--- config.mk ---
export PLATFORM = sky130hd
export DESIGN_NAME = imu_scs_avg_flat
export DESIGN_NICKNAME = d
export VERILOG_FILES = /design/src/sv/imu_sample_calibrate_and_smooth_macros.svh /design/src/sv/imu_scs_pkg.sv /design/src/sv/imu_scs_if.sv /design/src/sv/imu_scs_avg.sv /design/src/flat_wrapper.sv
export SDC_FILE = /design/constraint.sdc
export NUM_CORES = 1
export LEC_CHECK = 0
export BUFFER_PORTS_ARGS = -buffer_cell sky130_fd_sc_hd__buf_2
export CORE_MARGIN = 2
export CORE_UTILIZATION = 61
export CTS_CLUSTER_SIZE = 25
export DETAILED_ROUTE_END_ITERATION = 7
export PLACE_DENSITY = 0.91
export SETUP_SLACK_MARGIN = 0.1
export SLEW_MARGIN = 20
export SYNTH_ARGS = -nofsm -noshare
export SYNTH_HDL_FRONTEND = slang
export SYNTH_SLANG_ARGS = --single-unit
--- constraint.sdc ---
create_clock -name clock -period 81.1 [get_ports clock]
set_clock_uncertainty 0.15 [all_clocks]
set_input_delay 8.11 -clock clock [delete_from_list [all_inputs] [get_ports clock]]
set_output_delay 8.11 -clock clock [all_outputs]
set_load 0.05 [all_outputs]
--- src/sv/imu_sample_calibrate_and_smooth_macros.svh ---
// Assertion macros shared by the IMU calibrate and smooth block.
`ifndef IMU_SAMPLE_CALIBRATE_AND_SMOOTH_MACROS_SVH
`define IMU_SAMPLE_CALIBRATE_AND_SMOOTH_MACROS_SVH

// same-cycle implication, off during reset
`define IMU_ASSERT_IMPLY(label, clk, rst, ante, cons, msg) \
   label: assert property (@(posedge clk) disable iff (rst) (ante) |-> (cons)) \
      else $error(msg);

// next-cycle implication, off during reset
`define IMU_ASSERT_NEXT(label, clk, rst, ante, cons, msg) \
   label: assert property (@(posedge clk) disable iff (rst) (ante) |=> (cons)) \
      else $error(msg);

`endif

--- src/sv/imu_scs_pkg.sv ---
// Shared types and constants of the IMU calibrate and smooth block.
`timescale 1ns / 1ps

package imu_scs_pkg;

   localparam int CHANNELS   = 9;
   localparam int MOTION_CH  = 6;
   localparam int MAG_CH     = 3;
   localparam int DATA_W     = 16;
   localparam int SENS_W     = 9;
   localparam int MAG_PROD_W = DATA_W + SENS_W + 1;
   localparam int MAG_SHIFT  = 8;
   localparam int ACC_Z_LANE = 2;
   localparam int CSR_IDX_W  = 3;
   localparam int CSR_DATA_W = 16;

   localparam logic [SENS_W-1:0]        SENS_RESET   = 9'd256;
   localparam logic signed [DATA_W-1:0] ONE_G_COUNTS = 16'sd8192;

   typedef enum logic [CSR_IDX_W-1:0] {
      CSR_MAG_SENS_X   = 3'd0,
      CSR_MAG_SENS_Y   = 3'd1,
      CSR_MAG_SENS_Z   = 3'd2,
      CSR_MAG_OFFSET_X = 3'd3,
      CSR_MAG_OFFSET_Y = 3'd4,
      CSR_MAG_OFFSET_Z = 3'd5
   } csr_index_type;

   typedef logic signed [DATA_W-1:0] sample_type;
   typedef sample_type [CHANNELS-1:0]  sample_vec_type;
   typedef sample_type [MOTION_CH-1:0] motion_vec_type;

   typedef struct packed {
      sample_type acc_x;
      sample_type acc_y;
      sample_type acc_z;
      sample_type gyro_x;
      sample_type gyro_y;
      sample_type gyro_z;
      sample_type mag_x;
      sample_type mag_y;
      sample_type mag_z;
      logic       mag_ready;
      logic       mag_overrun;
      logic       mag_overflow;
   } req_type;

   typedef struct packed {
      sample_type avg_acc_x;
      sample_type avg_acc_y;
      sample_type avg_acc_z;
      sample_type avg_gyro_x;
      sample_type avg_gyro_y;
      sample_type avg_gyro_z;
      sample_type avg_mag_x;
      sample_type avg_mag_y;
      sample_type avg_mag_z;
      logic       calibrated;
   } rsp_type;

   // per-word flags carried down the averaging pipe
   typedef struct packed {
      logic full;
      logic calibrated;
   } item_flags_type;

   // calibration unit status towards the top level
   typedef struct packed {
      logic done;
      logic busy;
      logic last;
   } cal_status_type;

endpackage

--- src/sv/imu_scs_if.sv ---


interface imu_scs_rsp_if;
   logic                  valid;
   logic                  ready;
   imu_scs_pkg::rsp_type  data;
   modport source (output valid, output data, input ready);
   modport sink   (input valid, input data, output ready);
endinterface

--- src/sv/imu_scs_avg.sv ---
// Window average divide pipe and result register.
`timescale 1ns / 1ps

module imu_scs_avg #(
   parameter int WINDOW_LEN = 8
) (
   input  logic                               clock,
   input  logic                               reset,
   input  logic                               in_valid,
   output logic                               in_ready,
   input  logic [imu_scs_pkg::CHANNELS-1:0]
                [imu_scs_pkg::DATA_W+$clog2(WINDOW_LEN)-1:0] in_sums,
   input  imu_scs_pkg::sample_vec_type        in_samples,
   input  imu_scs_pkg::item_flags_type        in_flags,
   imu_scs_rsp_if.source                      rsp
);

   localparam int CH     = imu_scs_pkg::CHANNELS;
   localparam int DATA_W = imu_scs_pkg::DATA_W;
   localparam int LOG_L  = $clog2(WINDOW_LEN);
   localparam int SUM_W  = DATA_W + LOG_L;
   localparam int RW     = SUM_W + 1;
   localparam int PW     = SUM_W + RW;
   localparam int K      = SUM_W + LOG_L;

   // ceiling reciprocal, exact for every magnitude below 2^SUM_W
   localparam logic [63:0] RECIP_WIDE =
      ((64'd1 << K) + 64'(WINDOW_LEN) - 64'd1) / 64'(WINDOW_LEN);
   localparam logic [RW-1:0] RECIP = RW'(RECIP_WIDE);

   logic                         p1_valid_ff, p2_valid_ff, p3_valid_ff;
   logic                         p1_take, p2_take, p3_take;
   logic [CH-1:0][SUM_W-1:0]     p1_mag_ff,  p1_mag_in;
   logic [CH-1:0]                p1_neg_ff,  p2_neg_ff;
   imu_scs_pkg::sample_vec_type  p1_samp_ff, p2_samp_ff;
   imu_scs_pkg::item_flags_type  p1_flags_ff, p2_flags_ff;
   logic [CH-1:0][PW-1:0]        prod;
   logic [CH-1:0][DATA_W-1:0]    p2_quo_ff, p2_quo_in;
   imu_scs_pkg::sample_vec_type  res_ff, res_in;
   logic                         cal_ff;

   assign p3_take  = p2_valid_ff && (!p3_valid_ff || rsp.ready);
   assign p2_take  = p1_valid_ff && (!p2_valid_ff || p3_take);
   assign p1_take  = in_valid && in_ready;
   assign in_ready = !p1_valid_ff || p2_take;

   always_comb begin
      for (int i = 0; i < CH; i++) begin
         p1_mag_in[i] = in_sums[i][SUM_W-1] ? -in_sums[i] : in_sums[i];
         prod[i]      = PW'(p1_mag_ff[i]) * PW'(RECIP);
         p2_quo_in[i] = prod[i][K +: DATA_W];
         if (p2_flags_ff.full) begin
            res_in[i] = p2_neg_ff[i] ? -p2_quo_ff[i] : p2_quo_ff[i];
         end else begin
            res_in[i] = p2_samp_ff[i];
         end
      end
   end

   always_ff @(posedge clock) begin
      if (reset) begin
         p1_valid_ff <= 1'b0;
         p2_valid_ff <= 1'b0;
         p3_valid_ff <= 1'b0;
      end else begin
         if (p1_take) begin
            p1_valid_ff <= 1'b1;
         end else if (p2_take) begin
            p1_valid_ff <= 1'b0;
         end
         if (p2_take) begin
            p2_valid_ff <= 1'b1;
         end else if (p3_take) begin
            p2_valid_ff <= 1'b0;
         end
         if (p3_take) begin
            p3_valid_ff <= 1'b1;
         end else if (rsp.ready) begin
            p3_valid_ff <= 1'b0;
         end
      end
   end

   always_ff @(posedge clock) begin
      if (p1_take) begin
         p1_mag_ff   <= p1_mag_in;
         for (int i = 0; i < CH; i++) begin
            p1_neg_ff[i] <= in_sums[i][SUM_W-1];
         end
         p1_samp_ff  <= in_samples;
         p1_flags_ff <= in_flags;
      end
      if (p2_take) begin
         p2_quo_ff   <= p2_quo_in;
         p2_neg_ff   <= p1_neg_ff;
         p2_samp_ff  <= p1_samp_ff;
         p2_flags_ff <= p1_flags_ff;
      end
      if (p3_take) begin
         res_ff <= res_in;
         cal_ff <= p2_flags_ff.calibrated;
      end
   end

   assign rsp.valid           = p3_valid_ff;
   assign rsp.data.avg_acc_x  = res_ff[0];
   assign rsp.data.avg_acc_y  = res_ff[1];
   assign rsp.data.avg_acc_z  = res_ff[2];
   assign rsp.data.avg_gyro_x = res_ff[3];
   assign rsp.data.avg_gyro_y = res_ff[4];
   assign rsp.data.avg_gyro_z = res_ff[5];
   assign rsp.data.avg_mag_x  = res_ff[6];
   assign rsp.data.avg_mag_y  = res_ff[7];
   assign rsp.data.avg_mag_z  = res_ff[8];
   assign rsp.data.calibrated = cal_ff;

endmodule

--- src/flat_wrapper.sv ---
// flat-port wrapper written by rule: the top's interface ports become plain ports
module imu_scs_avg_flat 
#(
   parameter int WINDOW_LEN = 8
)
  (clock, reset, in_valid, in_ready, in_sums, in_samples, in_flags, rsp_valid, rsp_data, rsp_ready);
  imu_scs_rsp_if rsp_i ();
  input  logic clock;
  input  logic reset;
  input  logic in_valid;
  output logic in_ready;
  input  logic [imu_scs_pkg::CHANNELS-1:0]
                [imu_scs_pkg::DATA_W+$clog2(WINDOW_LEN)-1:0] in_sums;
  input  imu_scs_pkg::sample_vec_type in_samples;
  input  imu_scs_pkg::item_flags_type in_flags;
  output wire logic [$bits(rsp_i.valid)-1:0] rsp_valid;
  output wire logic [$bits(rsp_i.data)-1:0] rsp_data;
  input wire logic [$bits(rsp_i.ready)-1:0] rsp_ready;
  assign rsp_valid = rsp_i.valid;
  assign rsp_data = rsp_i.data;
  assign rsp_i.ready = rsp_ready;
  imu_scs_avg #(.WINDOW_LEN(WINDOW_LEN)) u_core (.clock(clock), .reset(reset), .in_valid(in_valid), .in_ready(in_ready), .in_sums(in_sums), .in_samples(in_samples), .in_flags(in_flags), .rsp(rsp_i));
endmodule
## Word-level counts from Yosys, hierarchy flattened

Index checks and enable logic that the tools add are counted.

| cells by class | value |
|---|---|
| muxes and demuxes | 33 |
| add/subtract/negate cells | 18 |
| reductions and logical operators | 12 |

Operators by type and width:

| cell | count |
|---|---|
| 16-bit two-way mux | 18 |
| 19-bit negator | 9 |
| 18-bit two-way mux | 9 |
| 16-bit negator | 9 |
| 1-bit two-way mux | 6 |
| 2-bit nonzero test | 3 |
| 1-bit logical AND | 3 |
| 1-bit zero test | 3 |
| 1-bit logical OR | 3 |

| storage, ports and cells | value |
|---|---|
| output and inout port bits | 147 |
| logic and storage cells | 127 |
| flip-flop bits (word level) | 773 |
| bits of input ports | 321 |

## Longest topological paths before layout

| depth | value |
|---|---|
| word-level depth | 8 |
| mapped depth | 7 |
| gate-level depth less buffers | 6 |

## Least setup slack after synthesis

OpenSTA, ideal clock, no wires.

| timing | value |
|---|---|
| kind | input -> register |
| start | input port rsp_ready |
| end | register u_core.p2_flags_ff[0] (netlist name), enable pin |
| data arrival time | 29.701 ns |
| buffers on the path | 0 |
| setup time | 1.417 ns |
| cell stages on the path | 2 |
| required time | 79.533 ns |
| setup slack | 49.832 ns |
| cells stage by stage | nor2b_1 a21boi_0 |

| between the ends | value |
|---|---|
| cells in the longest elaborated chain, start to end | 4 |

Ends and longest elaborated chain:

| item | RTL line | text |
|---|---|---|
| from (decl) | flat_wrapper.sv:18 | `input wire logic [$bits(rsp_i.ready)-1:0] rsp_ready;` |
| 1-bit logical OR | imu_scs_avg.sv:42 | `assign p3_take = p2_valid_ff && (!p3_valid_ff \|\| rsp.ready);` |
| 1-bit logical AND | imu_scs_avg.sv:42 |  |
| 1-bit logical OR | imu_scs_avg.sv:43 | `assign p2_take = p1_valid_ff && (!p2_valid_ff \|\| p3_take);` |
| 1-bit logical AND | imu_scs_avg.sv:43 |  |
| via u_core.p2_take | imu_scs_avg.sv:32 | `logic p1_take, p2_take, p3_take;` |
| to (signal assigned) | imu_scs_avg.sv:97 | `p2_flags_ff <= p1_flags_ff;` |
| to (decl) | imu_scs_avg.sv:36 | `imu_scs_pkg::item_flags_type p1_flags_ff, p2_flags_ff;` |

The timed path passes the listed nets, and every way through them passes these cells.
A chain may end at the register's enable or synchronous reset.

## Worst setup path after layout

| timing | value |
|---|---|
| start | input port rsp_ready |
| end | output port in_ready |

| between the ends | value |
|---|---|
| cells in the longest elaborated chain, start to end | 5 |

Ends and longest elaborated chain:

| item | RTL line | text |
|---|---|---|
| 1-bit logical OR | imu_scs_avg.sv:42 |  |
| 1-bit logical AND | imu_scs_avg.sv:42 |  |
| 1-bit logical OR | imu_scs_avg.sv:43 |  |
| 1-bit logical AND | imu_scs_avg.sv:43 |  |
| 1-bit logical OR | imu_scs_avg.sv:45 | `assign in_ready = !p1_valid_ff \|\| p2_take;` |
| to (decl) | flat_wrapper.sv:11 | `output logic in_ready;` |

No other way between the ends.

==> run summary <==
Slew HR: 25.0%
final setup vio count: 0
Seq cells post-synth: 746
reg-to-reg slack, setup: 77770 ps
chip height: 225 µm
power share of the sequential group: 54.4%
Max VDD drop: 21.1 µV
maximum root-to-sink buffer count: 3
Num CTS Buffers: 74
final setup margin: 63590 ps
WL/cell: 21.8 µm
critical path type: primary input to output port
fraction of registers with async set/reset: 0%
Area contributors post-synth: edfxtp_1 75%, xnor2_1 4.3%, xor2_1 2.9%
io pins: 468
all-layer global routing usage: 25.9%
number of synthesized flops with an enable pin: 743
nature of the critical path endpoint: output port
critical path required time: 72840 ps
Worst R2R Path Depth: 4
Mapped Nets: 2226
hold_buf cts: 0
layout cells sized above 1: 26.6%
DP Worst Slack: 63610 ps
# DRC: 0
Max H-tree Level: 3
f_max: 57.1 MHz
leakage: 12.5 nW
reg-to-reg endpoint: u_core.p1_mag_ff[168]$_DFFE_PP_
post-synthesis instance area: 0.0299 mm²
warning count from the yosys run: 0
RR Startpoint: u_core.rsp.valid$_SDFFE_PP0P_
largest net degree at the start of global routing: 222
minimum clock period: 17510 ps
post-DP HPWL: 45500 µm
CTS Sinks: 746
synthesized instance count: 1896
clock-pin transition on the worst setup and hold timing paths: 70 ps
combinational power share: 7.2%
port bufs: 467
Chip Width: 225 µm
core area: 0.0486 mm²
WHS: 252 ps
startpoint types: primary input
Hold Violations, Final: 0
initial antenna violation count: 24
list of most frequent post-synthesis cells: 743 x edfxtp_1, 148 x nor2_1, 147 x xnor2_1
worst hold path type: flip-flop to flip-flop
first-pass GRT wire length: 99800 µm
grt total ovfl: 0
Slew @ Worst Pin: 1130 ps
via count: 18306
CTS tree: done
biggest area consumer among synthesized cells: edfxtp_1
period utilization: 21.6%
RD Place Congestion: 0.931
full die area: 0.0507 mm²
nets: 2713
Internal Power: 0.000666 W
vias per inst: 5.94
fin util: 72.5%
max cap viols: 0
unrepaired setup endpoints after global routing: no
row cnt: 81
worst hold start: u_core.p1_mag_ff[150]$_DFFE_PP_
cell with the most instances after synthesis: edfxtp_1
Yosys cell types: 54
initial core utilization: 61.4%
Root Driver: clkbuf_16
Routed WL: 67300 µm
placed cell area: 0.0329 mm²
Critical Path Fanout Max: 6
pwr/cell area: 24.3 mW/mm²
dominant synthesized flop cell: edfxtp_1
Psw: 0.000193 W
Final Instance Area: 0.0353 mm²
initial drt markers: 1711
sw frac: 22.4%
Worst-Skew Late Latency: 610 ps
ANT nets after route: 0
status: finished, final reports clean
Clock Power Share: 38.4%
Hold Path Depth: 0
vias in the first global route: 18106
PostCTS Resize Cnt: 0
setup_tns: 0 ps
hold path endpoint: u_core.p2_quo_ff[126]$_DFFE_PP_
register area share after synthesis: 74.9%
top-area cell type share of the netlist area: 74.7%
Syn Area/Cell: 15.7 µm²
CP arrival: 9250 ps
Area Growth Syn to Fin: 18.1%
Slew Limit Fails: 0
DR pass1 iterations: 6
Post-CTS Setup Bufs: 0
-- cells by family (layout without fill, tap and decap cells) --
logic type               Yosys count  in the layout  share of synthesized area, %
adder cells (fa/ha/maj)            9              9                         0.377
AO/OA/AOI/OAI                    347            347                          7.78
multiplexers                      23             23                         0.809
XOR/XNOR                         245            245                          7.19
AND/OR/NAND/NOR                  433            433                          7.71
flip-flops                       746            746                          74.9
buffers and inverters             93            639                          1.21
other                              0             18                             0
-- through the flow --
stage                     instances  total power (W)
final                          3082         0.000858
after global routing           3075         0.000884
after CTS                      3064         0.000863
after detailed placement       2929         0.000536
after global placement         2928         0.000531
after floorplan                1896         0.000519
-- worst max-delay path: stages --
cell and delay [ps]:
buf_2 100, nor2b_1 580, nand3_1 190, buf_2 260
-- power by group through the flow --
stage | clock (W) | combinational (W) | sequential (W)
global placement | 0 | 0.0000582 | 0.000472
floorplan | 0 | 0.0000297 | 0.000489
finish | 0.000329 | 0.0000620 | 0.000467
detailed placement | 0 | 0.0000612 | 0.000474
global route | 0.000348 | 0.0000667 | 0.000469
CTS | 0.000335 | 0.0000619 | 0.000467
-- cell usage in the layout (no fill, tap or decap), types with 11 or more instances in the layout --
master     count
diode_2       18
nor3_1        21
clkbuf_16     75
mux2i_1       14
edfxtp_1     743
nor2b_1       12
o21ai_0       57
xnor2_1      147
a21oi_1      128
nand2b_1      14
nor2_1       148
o41ai_1       47
inv_1         24
nand2_1       62
xor2_1        98
nor4_1        27
clkinv_2      22
buf_2        467
o31ai_1       71
nand4_1       11
or3_1         36
or2_2         17
clkbuf_1      14
or4_1         39
-- worst max-delay path by stage --
stage	start	to	slack [ps]	depth (start not counted)
detailed placement	rsp_ready	in_ready	63610	4
finish	rsp_ready	in_ready	63590	4
global route	rsp_ready	in_ready	63530	4
global placement	rsp_ready	in_ready	63650	4
floorplan	rsp_ready	u_core.p2_flags_ff[0]$_DFFE_PP_	49830	2
CTS	rsp_ready	in_ready	63600	4
-- registers in the layout, indices dropped and copies added, names as in the netlist --
register / flops
u_core.p1_mag_ff: 144
u_core.p1_samp_ff: 144
u_core.p2_quo_ff: 144
u_core.p2_samp_ff: 144
u_core.rsp.data: 144
u_core.p1_neg_ff: 9
u_core.p2_neg_ff: 9
u_core.p1_flags_ff: 2
u_core.p2_flags_ff: 2
u_core.cal_ff: 1
u_core.p1_valid_ff: 1
u_core.p2_valid_ff: 1
u_core.rsp.valid: 1
-- per-layer routing --
| layer | vias to the layer above | routed length [µm] | share of wire [%] | GRT usage [%] |
|---|---|---|---|---|
| li1 | 8345 | - | - | - |
| met3 | 196 | 5260 | 7.8 | 6.23 |
| met4 | 22 | 2370 | 3.5 | 10.4 |
| met2 | 887 | 34300 | 51 | 45.0 |
| met1 | 8856 | 25200 | 37 | 31.3 |
| met5 | - | 140 | 0.21 | 0 |
-- area by class of cell --
type / count / area, µm²
antenna: 18 / 45.0
clock buffer: 90 / 1940
clock inverter: 45 / 399
fill: 2847 / 13400
inverter: 25 / 93.8
multi-input combinational: 1057 / 7160
sequential: 746 / 22400
tap: 622 / 778
timing repair buffer: 479 / 2460
No activity file was read; power rests on OpenSTA's default activity.
